<file path="src/hw/rtl/max_window_digit_product_assert.svh">
// ----------------------------------------------------------------------------
// Assertion macros for the max window digit product block
// Concurrent checks that can be compiled out with NO_ASSERTIONS.
// ----------------------------------------------------------------------------
`ifndef MAX_WINDOW_DIGIT_PRODUCT_ASSERT_SVH
`define MAX_WINDOW_DIGIT_PRODUCT_ASSERT_SVH

`ifndef NO_ASSERTIONS
// Check a property on every rising clock edge outside reset
`define MWDP_ASSERT(label, clk, rst, prop, msg) \
   label: assert property (@(posedge clk) disable iff (rst) (prop)) else $error(msg);
// Check that an expression is never true outside reset
`define MWDP_NEVER(label, clk, rst, expr, msg) \
   `MWDP_ASSERT(label, clk, rst, !(expr), msg)
`else
`define MWDP_ASSERT(label, clk, rst, prop, msg)
`define MWDP_NEVER(label, clk, rst, expr, msg)
`endif

`endif

</file>
<file path="src/hw/rtl/mwdp_pkg.sv">
// ----------------------------------------------------------------------------
// mwdp_pkg
// Shared constants and types of the max window digit product block.
// ----------------------------------------------------------------------------
`default_nettype none

package mwdp_pkg;

   localparam int MAX_WINDOW = 16;
   localparam int DIGIT_W    = 4;
   localparam int PRODUCT_W  = 51;
   localparam int LEN_W      = 5;
   localparam int IDX_W      = (MAX_WINDOW > 1) ? $clog2(MAX_WINDOW) : 1;
   localparam int COUNT_W    = $clog2(MAX_WINDOW + 1);

   localparam logic [LEN_W-1:0]   DEFAULT_WINDOW = LEN_W'(13);
   localparam logic [DIGIT_W-1:0] MAX_DIGIT      = DIGIT_W'(9);

   typedef logic [PRODUCT_W-1:0] product_type;

   // Word handed from the cell row to the maximum tracker
   typedef struct packed {
      logic        last;
      logic        seen;
      product_type cand;
   } pipe_word_type;

endpackage

`default_nettype wire

</file>
<file path="src/hw/rtl/mwdp_cell.sv">
// ----------------------------------------------------------------------------
// mwdp_cell
// One cell of the trailing product row: holds the product of the most recent
// k+1 digits and multiplies its neighbor's product by each new digit.
// ----------------------------------------------------------------------------
`default_nettype none

module mwdp_cell (
   input  wire                                 clock,
   input  wire                                 reset,
   input  wire                                 advance,
   input  wire  [mwdp_pkg::DIGIT_W-1:0]        digit,
   input  mwdp_pkg::product_type               prev_product,
   output mwdp_pkg::product_type               product,
   output mwdp_pkg::product_type               product_next
);
   import mwdp_pkg::*;

   logic [PRODUCT_W+DIGIT_W-1:0] full_product;
   product_type                  product_ff;
   product_type                  product_in;

   // Multiply and saturate at the product width
   always_comb begin
      full_product = {{DIGIT_W{1'b0}}, prev_product} * {{PRODUCT_W{1'b0}}, digit};
      if (|full_product[PRODUCT_W+DIGIT_W-1:PRODUCT_W]) begin
         product_in = {PRODUCT_W{1'b1}};
      end else begin
         product_in = full_product[PRODUCT_W-1:0];
      end
   end

   // Hold the product, advance on each new digit
   always_ff @(posedge clock) begin
      if (reset) begin
         product_ff <= '0;
      end else if (advance) begin
         product_ff <= product_in;
      end
   end

   assign product      = product_ff;
   assign product_next = product_in;

endmodule

`default_nettype wire

</file>
<file path="src/hw/rtl/mwdp_best.sv">
// ----------------------------------------------------------------------------
// mwdp_best
// Tracks the greatest window product of a series and holds the result word
// until the output side takes it.
// ----------------------------------------------------------------------------
`default_nettype none

module mwdp_best (
   input  wire                     clock,
   input  wire                     reset,
   input  wire                     pipe_valid,
   input  mwdp_pkg::pipe_word_type pipe_word,
   output logic                    pipe_ready,
   output logic                    rsp_valid,
   input  wire                     rsp_ready,
   output mwdp_pkg::product_type   rsp_peak_product,
   output logic                    rsp_window_seen
);
   import mwdp_pkg::*;

   product_type best_ff, best_in;
   product_type max_product;
   logic        take;
   logic        rsp_valid_ff, rsp_valid_in;
   product_type rsp_product_ff, rsp_product_in;
   logic        rsp_seen_ff, rsp_seen_in;

   // Compare the candidate and retire the word; a last word needs a free slot
   always_comb begin
      max_product    = (pipe_word.cand > best_ff) ? pipe_word.cand : best_ff;
      pipe_ready     = !pipe_word.last || !rsp_valid_ff || rsp_ready;
      take           = pipe_valid && pipe_ready;
      best_in        = best_ff;
      rsp_valid_in   = rsp_valid_ff && !rsp_ready;
      rsp_product_in = rsp_product_ff;
      rsp_seen_in    = rsp_seen_ff;
      if (take) begin
         if (pipe_word.last) begin
            best_in        = '0;
            rsp_valid_in   = 1'b1;
            rsp_product_in = max_product;
            rsp_seen_in    = pipe_word.seen;
         end else begin
            best_in = max_product;
         end
      end
   end

   // Hold best and result control
   always_ff @(posedge clock) begin
      if (reset) begin
         best_ff      <= '0;
         rsp_valid_ff <= 1'b0;
      end else begin
         best_ff      <= best_in;
         rsp_valid_ff <= rsp_valid_in;
      end
   end

   // Result payload
   always_ff @(posedge clock) begin
      rsp_product_ff <= rsp_product_in;
      rsp_seen_ff    <= rsp_seen_in;
   end

   assign rsp_valid        = rsp_valid_ff;
   assign rsp_peak_product = rsp_product_ff;
   assign rsp_window_seen  = rsp_seen_ff;

endmodule

`default_nettype wire

</file>
<file path="src/hw/rtl/max_window_digit_product.sv">
// Result path: the last digit of a series is held in the pipe word register,
//   then its result word in the result register.
// Throughput: one digit per cycle; the row of 16 product cells and the max
//   tracker each take one word a cycle, and input stalls only while a
//   finished result waits behind another untaken result.
// Reset: clears the cells, digit count, best product and pending result;
//   window length returns to 13.
`default_nettype none

// ----------------------------------------------------------------------------
// max_window_digit_product
// Greatest product of adjacent decimal digits over a sliding window of
// configurable length, reported once per digit series.
// ----------------------------------------------------------------------------
module max_window_digit_product (
   input  wire                            clock,
   input  wire                            reset,
   input  wire                            req_valid,
   output logic                           req_ready,
   input  wire  [mwdp_pkg::DIGIT_W-1:0]   req_digit,
   input  wire                            req_last_digit,
   output logic                           rsp_valid,
   input  wire                            rsp_ready,
   output logic [mwdp_pkg::PRODUCT_W-1:0] rsp_peak_product,
   output logic                           rsp_window_seen,
   input  wire                            csr_wr_en,
   input  wire  [mwdp_pkg::LEN_W-1:0]     csr_wr_data
);
   import mwdp_pkg::*;

`include "max_window_digit_product_assert.svh"

   logic [LEN_W-1:0]   window_ff;
   logic [LEN_W-1:0]   eff_len;
   logic [IDX_W-1:0]   sel_idx;
   logic [DIGIT_W-1:0] digit_clamped;
   logic               accept;
   logic [COUNT_W-1:0] digits_seen_ff, digits_seen_in, count_next;
   logic               pipe_valid_ff, pipe_valid_in;
   pipe_word_type      pipe_word_ff, pipe_word_in;
   logic               pipe_ready;
   product_type        cell_prev [MAX_WINDOW];
   product_type        cell_prod [MAX_WINDOW];
   product_type        cell_next [MAX_WINDOW];

   // Window length register
   always_ff @(posedge clock) begin
      if (reset) begin
         window_ff <= DEFAULT_WINDOW;
      end else if (csr_wr_en) begin
         window_ff <= csr_wr_data;
      end
   end

   // Clamp length and digit
   always_comb begin
      if (window_ff == '0) begin
         eff_len = LEN_W'(1);
      end else if (window_ff > LEN_W'(MAX_WINDOW)) begin
         eff_len = LEN_W'(MAX_WINDOW);
      end else begin
         eff_len = window_ff;
      end
      sel_idx       = IDX_W'(eff_len - LEN_W'(1));
      digit_clamped = (req_digit > MAX_DIGIT) ? MAX_DIGIT : req_digit;
   end

   assign req_ready = !pipe_valid_ff || pipe_ready;
   assign accept    = req_valid && req_ready;

   // Row of product cells; the first multiplies by one
   for (genvar k = 0; k < MAX_WINDOW; k++) begin : g_cell
      if (k == 0) begin : g_head
         assign cell_prev[k] = PRODUCT_W'(1);
      end else begin : g_link
         assign cell_prev[k] = cell_prod[k-1];
      end
      mwdp_cell u_cell (
         .clock        (clock),
         .reset        (reset),
         .advance      (accept),
         .digit        (digit_clamped),
         .prev_product (cell_prev[k]),
         .product      (cell_prod[k]),
         .product_next (cell_next[k])
      );
   end

   // Count digits, pick the window candidate, build the pipe word
   always_comb begin
      count_next     = (digits_seen_ff < COUNT_W'(MAX_WINDOW)) ?
                       COUNT_W'(digits_seen_ff + COUNT_W'(1)) : digits_seen_ff;
      digits_seen_in = digits_seen_ff;
      pipe_valid_in  = pipe_valid_ff && !pipe_ready;
      pipe_word_in   = pipe_word_ff;
      if (accept) begin
         digits_seen_in    = req_last_digit ? '0 : count_next;
         pipe_valid_in     = 1'b1;
         pipe_word_in.last = req_last_digit;
         pipe_word_in.seen = (COUNT_W'(eff_len) <= count_next);
         pipe_word_in.cand = pipe_word_in.seen ? cell_next[sel_idx] : '0;
      end
   end

   always_ff @(posedge clock) begin
      if (reset) begin
         digits_seen_ff <= '0;
         pipe_valid_ff  <= 1'b0;
      end else begin
         digits_seen_ff <= digits_seen_in;
         pipe_valid_ff  <= pipe_valid_in;
      end
   end

   always_ff @(posedge clock) begin
      pipe_word_ff <= pipe_word_in;
   end

   // Track the maximum and hold the result word
   mwdp_best u_best (
      .clock            (clock),
      .reset            (reset),
      .pipe_valid       (pipe_valid_ff),
      .pipe_word        (pipe_word_ff),
      .pipe_ready       (pipe_ready),
      .rsp_valid        (rsp_valid),
      .rsp_ready        (rsp_ready),
      .rsp_peak_product (rsp_peak_product),
      .rsp_window_seen  (rsp_window_seen)
   );

   // Checks
   `MWDP_NEVER(a_count_range, clock, reset, digits_seen_ff > COUNT_W'(MAX_WINDOW), "digit count overran")
   `MWDP_ASSERT(a_last_clears, clock, reset, accept && req_last_digit |=> digits_seen_ff == '0, "series not cleared")
   `MWDP_ASSERT(a_rsp_from_last, clock, reset, $rose(rsp_valid) |-> $past(pipe_valid_ff && pipe_word_ff.last), "result without last digit")
   `MWDP_ASSERT(a_cand_needs_window, clock, reset, pipe_valid_ff && !pipe_word_ff.seen |-> pipe_word_ff.cand == '0, "candidate from partial window")

endmodule

`default_nettype wire
</file>
<file path="config.mk">
export PLATFORM = sky130hd
export DESIGN_NAME = max_window_digit_product
export DESIGN_NICKNAME = d
export VERILOG_FILES = /design/src/hw/rtl/mwdp_pkg.sv /design/src/hw/rtl/mwdp_cell.sv /design/src/hw/rtl/mwdp_best.sv /design/src/hw/rtl/max_window_digit_product.sv
export VERILOG_INCLUDE_DIRS = /design/src /design/src/hw/rtl
export SDC_FILE = /design/constraint.sdc
export NUM_CORES = 2
export LEC_CHECK = 0
export BUFFER_PORTS_ARGS = -buffer_cell sky130_fd_sc_hd__buf_2
export CORE_ASPECT_RATIO = 1.75
export CORE_MARGIN = 2
export CORE_UTILIZATION = 35
export DETAILED_ROUTE_END_ITERATION = 16
export PLACE_DENSITY = 0.54
export SLEW_MARGIN = 30
export SYNTH_ARGS = -nofsm -noshare
export SYNTH_HDL_FRONTEND = slang
export SYNTH_SLANG_ARGS = --single-unit
</file>
<file path="constraint.sdc">
create_clock -name clock -period 8.3 [get_ports clock]
set_input_delay 2.075 -clock clock [delete_from_list [all_inputs] [get_ports clock]]
set_output_delay 2.075 -clock clock [all_outputs]
set_load 0.01 [all_outputs]
</file>
After elaboration in Yosys (flattened, before gate mapping)
Index checks and enable logic that the tools add are counted.
{"block": "classes", "eq_ne": 0, "div": 0, "magnitude_cmp": 6, "multipliers": 15, "bitwise": 1, "n_mux": 28, "n_reduce_logical": 29, "addsub": 2, "shift": 0}
{"op": "$mux W51", "count": 19}
{"op": "$mul A51 B4 Y55", "count": 14}
{"op": "$bmux W51 S4", "count": 1}
{"op": "$reduce_or A4 Y1", "count": 14}
{"op": "$gt A51 B51 Y1", "count": 1}
{"op": "$mux W5", "count": 4}
{"op": "$mul A4 B4 Y8", "count": 1}
{"op": "$add A5 B1 Y5 const B", "count": 1}
{"op": "$ge A5 B5 Y1 const B", "count": 1}
{"op": "$gt A5 B5 Y1 const B", "count": 1}
{"op": "$le A5 B5 Y1", "count": 1}
{"op": "$logic_not A1 Y1", "count": 5}
{"op": "$logic_not A5 Y1", "count": 1}
{"op": "$lt A5 B5 Y1 const B", "count": 1}
{"op": "$not A4 Y5", "count": 1}
{"op": "$gt A4 B4 Y1 const B", "count": 1}
{"op": "$logic_and A1 B1 Y1", "count": 4}
{"op": "$mux W4", "count": 1}
{"op": "$reduce_or A4 Y1 const A", "count": 1}
{"op": "$sub A4 B1 Y4 const B", "count": 1}
{"op": "$logic_or A1 B1 Y1", "count": 3}
{"op": "$mux W1", "count": 3}
{"op": "$reduce_and A2 Y1", "count": 1}
{"block": "word_totals", "latch_bits": 0, "wordCells": 106, "romBits": 0, "out_inout_bits": 54, "mem_count": 0, "reg_bits": 886, "mem_bits_rw": 0}

Depth between registers and ports, before layout
{"block": "logic_depth", "word_depth": 8, "depth_mapped": 25}

Cells and area by module
Synthesis repeated with hierarchy kept, for this count alone.
{"block": "hier_totals", "cells_unflattened": 21396, "hier_area_um2": 168391.5}
{"mod": "mwdp_cell (g_cell[2].u_cell ...)", "cells_each": 1323, "instances": 7, "area_each_um2": 10022.1}
{"mod": "mwdp_cell (g_cell[13].u_cell ...)", "cells_each": 1193, "instances": 4, "area_each_um2": 9301.4}
{"mod": "mwdp_cell (g_cell[0].u_cell ...)", "cells_each": 1227, "instances": 3, "area_each_um2": 9342.7}
{"mod": "mwdp_cell (g_cell[12].u_cell)", "cells_each": 1193, "instances": 1, "area_each_um2": 9131.3}
{"mod": "mwdp_cell (g_cell[9].u_cell)", "cells_each": 1220, "instances": 1, "area_each_um2": 9085.0}
{"mod": "max_window_digit_product", "cells_each": 561, "instances": 1, "area_each_um2": 8613.3}
{"mod": "mwdp_best", "cells_each": 708, "instances": 1, "area_each_um2": 6173.4}

Worst setup path after synthesis
OpenSTA, ideal clock, no wires.
{"block": "synth_path", "kind": "input port to flip-flop", "startpoint": "in req_digit[3] (netlist bit)", "endpoint": "reg pipe_word_ff[5] (netlist bit) (data pin)", "t_required_ns": 8.039, "arrival_time_ns": 7.580, "stages": 24, "path_slack_ns": 0.458, "cell_sequence": "clkbuf_1 -> o21ai_0 -> nand2b_1 -> clkbuf_1 -> clkbuf_1 -> clkbuf_1 -> nand2_1 -> fa_1 -> inv_1 -> ha_1 -> buf_6 -> a21o_1 -> a21o_1 -> a221oi_2 -> o21ai_1 -> a221o_1 -> and3b_1 -> or4_1 -> or4_4 -> or2_1 -> buf_2 -> or3_1 -> a311oi_1 -> o21ai_1"}
{"block": "synth_between", "elab_chain_len": 8, "elab_cells_between_ends": 49, "cone_classes": "15 x mul; 1 x order compare; 19 x mux; 14 x reduce/logical"}
{"element": "start, declared", "line": "max_window_digit_product.sv:20", "text": "input wire [mwdp_pkg::DIGIT_W-1:0] req_digit,"}
{"element": "$gt A4 B4 Y1", "line": "max_window_digit_product.sv:65", "text": "digit_clamped = (req_digit > MAX_DIGIT) ? MAX_DIGIT : req_digit;"}
{"element": "$mux W4 (*)", "line": "max_window_digit_product.sv:65"}
{"element": "$mul A51 B4 Y55", "line": "mwdp_cell.sv:25", "text": "full_product = {{DIGIT_W{1'b0}}, prev_product} * {{PRODUCT_W{1'b0}}, digit};"}
{"element": "$reduce_or A4 Y1", "line": "mwdp_cell.sv:26", "text": "if (|full_product[PRODUCT_W+DIGIT_W-1:PRODUCT_W]) begin"}
{"element": "$mux W51", "line": "mwdp_cell.sv:26"}
{"element": "$bmux W51 S4 (*)", "line": "max_window_digit_product.sv:101", "text": "pipe_word_in.cand = pipe_word_in.seen ? cell_next[sel_idx] : '0;"}
{"element": "$mux W51 (not written as such) (*) (2 in series)", "line": "max_window_digit_product.sv:101"}
{"element": "end signal, assigned", "line": "max_window_digit_product.sv:116", "text": "pipe_word_ff <= pipe_word_in;"}
{"element": "end, declared", "line": "max_window_digit_product.sv:40", "text": "pipe_word_type pipe_word_ff, pipe_word_in;"}
Mark *: on every way between the ends. The rest lies on a longest branch, timed or not. The select of a mux whose other input is x is not followed.
A chain may end at the register's enable or synchronous reset.

Worst setup path in the final report
{"block": "layout_path", "startpoint": "in req_digit[1] (netlist bit)", "endpoint": "reg pipe_word_ff[38] (netlist bit) (data pin)"}
The elaborated chain is that of the path after synthesis.

==> flow_summary.json <==
{
  "outcome": "finished, final reports clean",
  "insertion_delay_ns": 0.78,
  "power_density_nw_per_um2": 136,
  "timing.rr.start": "g_cell[10].u_cell.product[3]",
  "port_buffers": 68,
  "synth_cells": 12300,
  "synth_area_leaders": "fa_1, dfxtp_1, ha_1",
  "fin_crit_ns": 8.03,
  "core_area_um2": 271000,
  "wl_um": 373000,
  "initial_utilization_pct": 35.1,
  "max_freq_mhz": 125,
  "clk_pin_slew_ns": 0.08,
  "antenna_left": 0,
  "cp.arrival_ns": 8.48,
  "min_from": "pipe_word_ff[51]",
  "dp_hpwl_um": 300000,
  "postCtsResizedCells": 0,
  "cts_buffers": 81,
  "synthFlopType": "dfxtp_1",
  "rsz0062_at_grt": "false",
  "htree_levels": 3,
  "post-route-period-util_pct": 96.7,
  "syn_area_um2": 95000,
  "dpl.cell_count": 16300,
  "post-cts-setup-buffers": 0,
  "synth_top_area_cell": "fa_1",
  "ios": 69,
  "drive_gt1_share_pct": 10.2,
  "p_leak_nw": 52.1,
  "die_w_um": 398,
  "nets": 14400,
  "hold_ws_ns": 0.419,
  "maxCapViolations": 0,
  "path_delay_family": "buffers and inverters",
  "clockBufferDepth": 3,
  "final_common_cell": "nand2_1",
  "first_iter_violations": 5445,
  "layout_common_cells": "nand2_1, inv_1, and2_1",
  "hold_viol": 0,
  "slowest_stage": "nor3_1",
  "die-area_um2": 276000,
  "startpoint": "req_digit[1]",
  "via_count": 88600,
  "cp.required_ns": 8.76,
  "synth_top_area_share_pct": 20.3,
  "finalWeightedCongestion": 1.03,
  "synth_seq_cells": 679,
  "fp.dieH_um": 693,
  "fillers": 28300,
  "criticalPathCategory": "in -> reg",
  "grt_pass1_wl_um": 565000,
  "cts_sinks": 679,
  "finalSetupViolations": 0,
  "post-route-drc-count": 0,
  "grt.total_usage_pct": 26.8,
  "overflow": 0,
  "async_flop_share_pct": 0,
  "worst_pin_slew_ns": 1.08,
  "syn_avg_cell_area_um2": 7.71,
  "irDropWorstVdd_uv": 174,
  "crit_path_end_kind": "flip-flop",
  "synth_cell_type_count": 87,
  "synth_edf_count": 105,
  "max_slew_margin_pct": 27.8,
  "fin_skew_ns": 0.0726,
  "placementRows": 253,
  "vias_per_cell": 5.40,
  "root_buffer": "clkbuf_16",
  "synth.net_count": 14000,
  "holdCritPathClass": "reg -> reg",
  "dr.pass1.iters": 6,
  "startpoint_type": "primary input",
  "reg2reg_slack_ns": 2.13,
  "final_cells": 16400,
  "cp_common_cell": "buf_4",
  "grt_max_degree": 174,
  "grt_pass1_vias": 93300,
  "antenna_found_initial": 6,
  "cts_hold_buf": 0,
  "cpPeakStageDelay_ns": 0.57,
  "yosys_warnings": 0,
  "maxSlewViolCount": 0,
  "path_max_fanout": 41,
  "cts_tree": "yes",
  "ys_seq_area_share_pct": 15.4,
  "area_growth_pct": 14.2,
  "crit_buf_inv": 10,
  "wl_per_cell_um": 22.7
}
## state kept, by name, indices dropped and copies added (netlist names)
name and count:
u_best.rsp_valid 1, window_ff 5, pipe_valid_ff 1, u_best.rsp_peak_product 51, u_best.rsp_window_seen 1, g_cell.u_cell.product 511, digits_seen_ff 5, pipe_word_ff 53
u_best.best_ff 51
## worst paths after layout
kind         cells past startpoint                     end
min                              0  u_best.rsp_window_seen
max                             27        pipe_word_ff[38]
min reg2reg                      0  u_best.rsp_window_seen
max reg2reg                     20        pipe_word_ff[44]
## layer usage
metal / track usage, % / share of wire [%]
met1: 27.1 / 35
met2: 50.0 / 52
met3: 2.59 / 3.8
met4: 21.0 / 9.5
met5: 0 / 0.0035
## kinds of logic (layout without fill, tap and decap cells)
family,after synthesis,count (layout),synth area share [%]
other,0,2,0
flip-flops,679,679,15.4
XOR/XNOR,487,487,4.49
multiplexers,52,52,0.907
buffers and inverters,2259,2786,8.95
AND/OR/NAND/NOR,4604,4604,23.2
AO/OA/AOI/OAI,2581,2581,17.7
adder cells (fa/ha/maj),1651,1651,29.4
## through the flow
stage | power (mW) | cell area [um^2] | setup TNS (ns) | setup WS [ns] | utilization, %
finish | 14.8 | 108000 | 0 | 0.274 | 40.1
global placement | 10.7 | 106000 | -0.401 | -0.305 | 39.0
global route | 15.5 | 108000 | 0 | 0.0249 | 40.1
floorplan | 7.56 | 95000 | 0 | 0.458 | -
detailed placement | 10.7 | 106000 | -0.721 | -0.314 | 39.0
CTS | 14.7 | 108000 | 0 | 0.478 | 40.0
## cells in the mapped netlist, types with 16 or more instances
library cell / n
xnor2_1: 291
o21ai_0: 394
buf_1: 44
a21o_1: 282
a211oi_1: 121
nand4_1: 149
nand2b_1: 54
a21boi_0: 27
nor2b_1: 53
nor4_1: 23
a22oi_1: 23
clkbuf_1: 636
and2_1: 1194
nor3_1: 272
ha_1: 689
o221ai_1: 26
or3_1: 32
or2_2: 22
a221o_1: 16
a211o_1: 17
mux2i_1: 23
o211ai_1: 44
a311oi_1: 160
a2111oi_0: 21
a31oi_1: 84
nand2_1: 1859
xor2_1: 196
edfxtp_1: 105
mux4_2: 27
o21a_1: 60
nor2_1: 694
and3_1: 43
o21bai_1: 109
nand3_1: 146
inv_1: 1568
o22ai_1: 23
fa_1: 962
o31ai_1: 42
a22o_1: 56
dfxtp_1: 574
a221oi_1: 41
a21oi_1: 865
## area by class of cell
class	instances	area, um^2	share of cell area, %
inverter	1572	5920	5.46
tap	3570	4470	4.12
antenna	2	5.00	0.00462
clock inverter	42	518	0.478
multi-input combinational	9375	72000	66.4
clock buffer	108	2240	2.07
timing repair buffer	1064	8610	7.94
sequential	679	14600	13.5
## power breakdown
part / leakage, nW / switching [mW] / internal, mW / total [mW]
clock network: 1.35 / 1.81 / 2.15 / 3.96
logic: 45.0 / 4.33 / 2.47 / 6.81
registers: 5.73 / 0.392 / 3.60 / 4.00
Note: power is estimated with default switching activity, not from simulation.
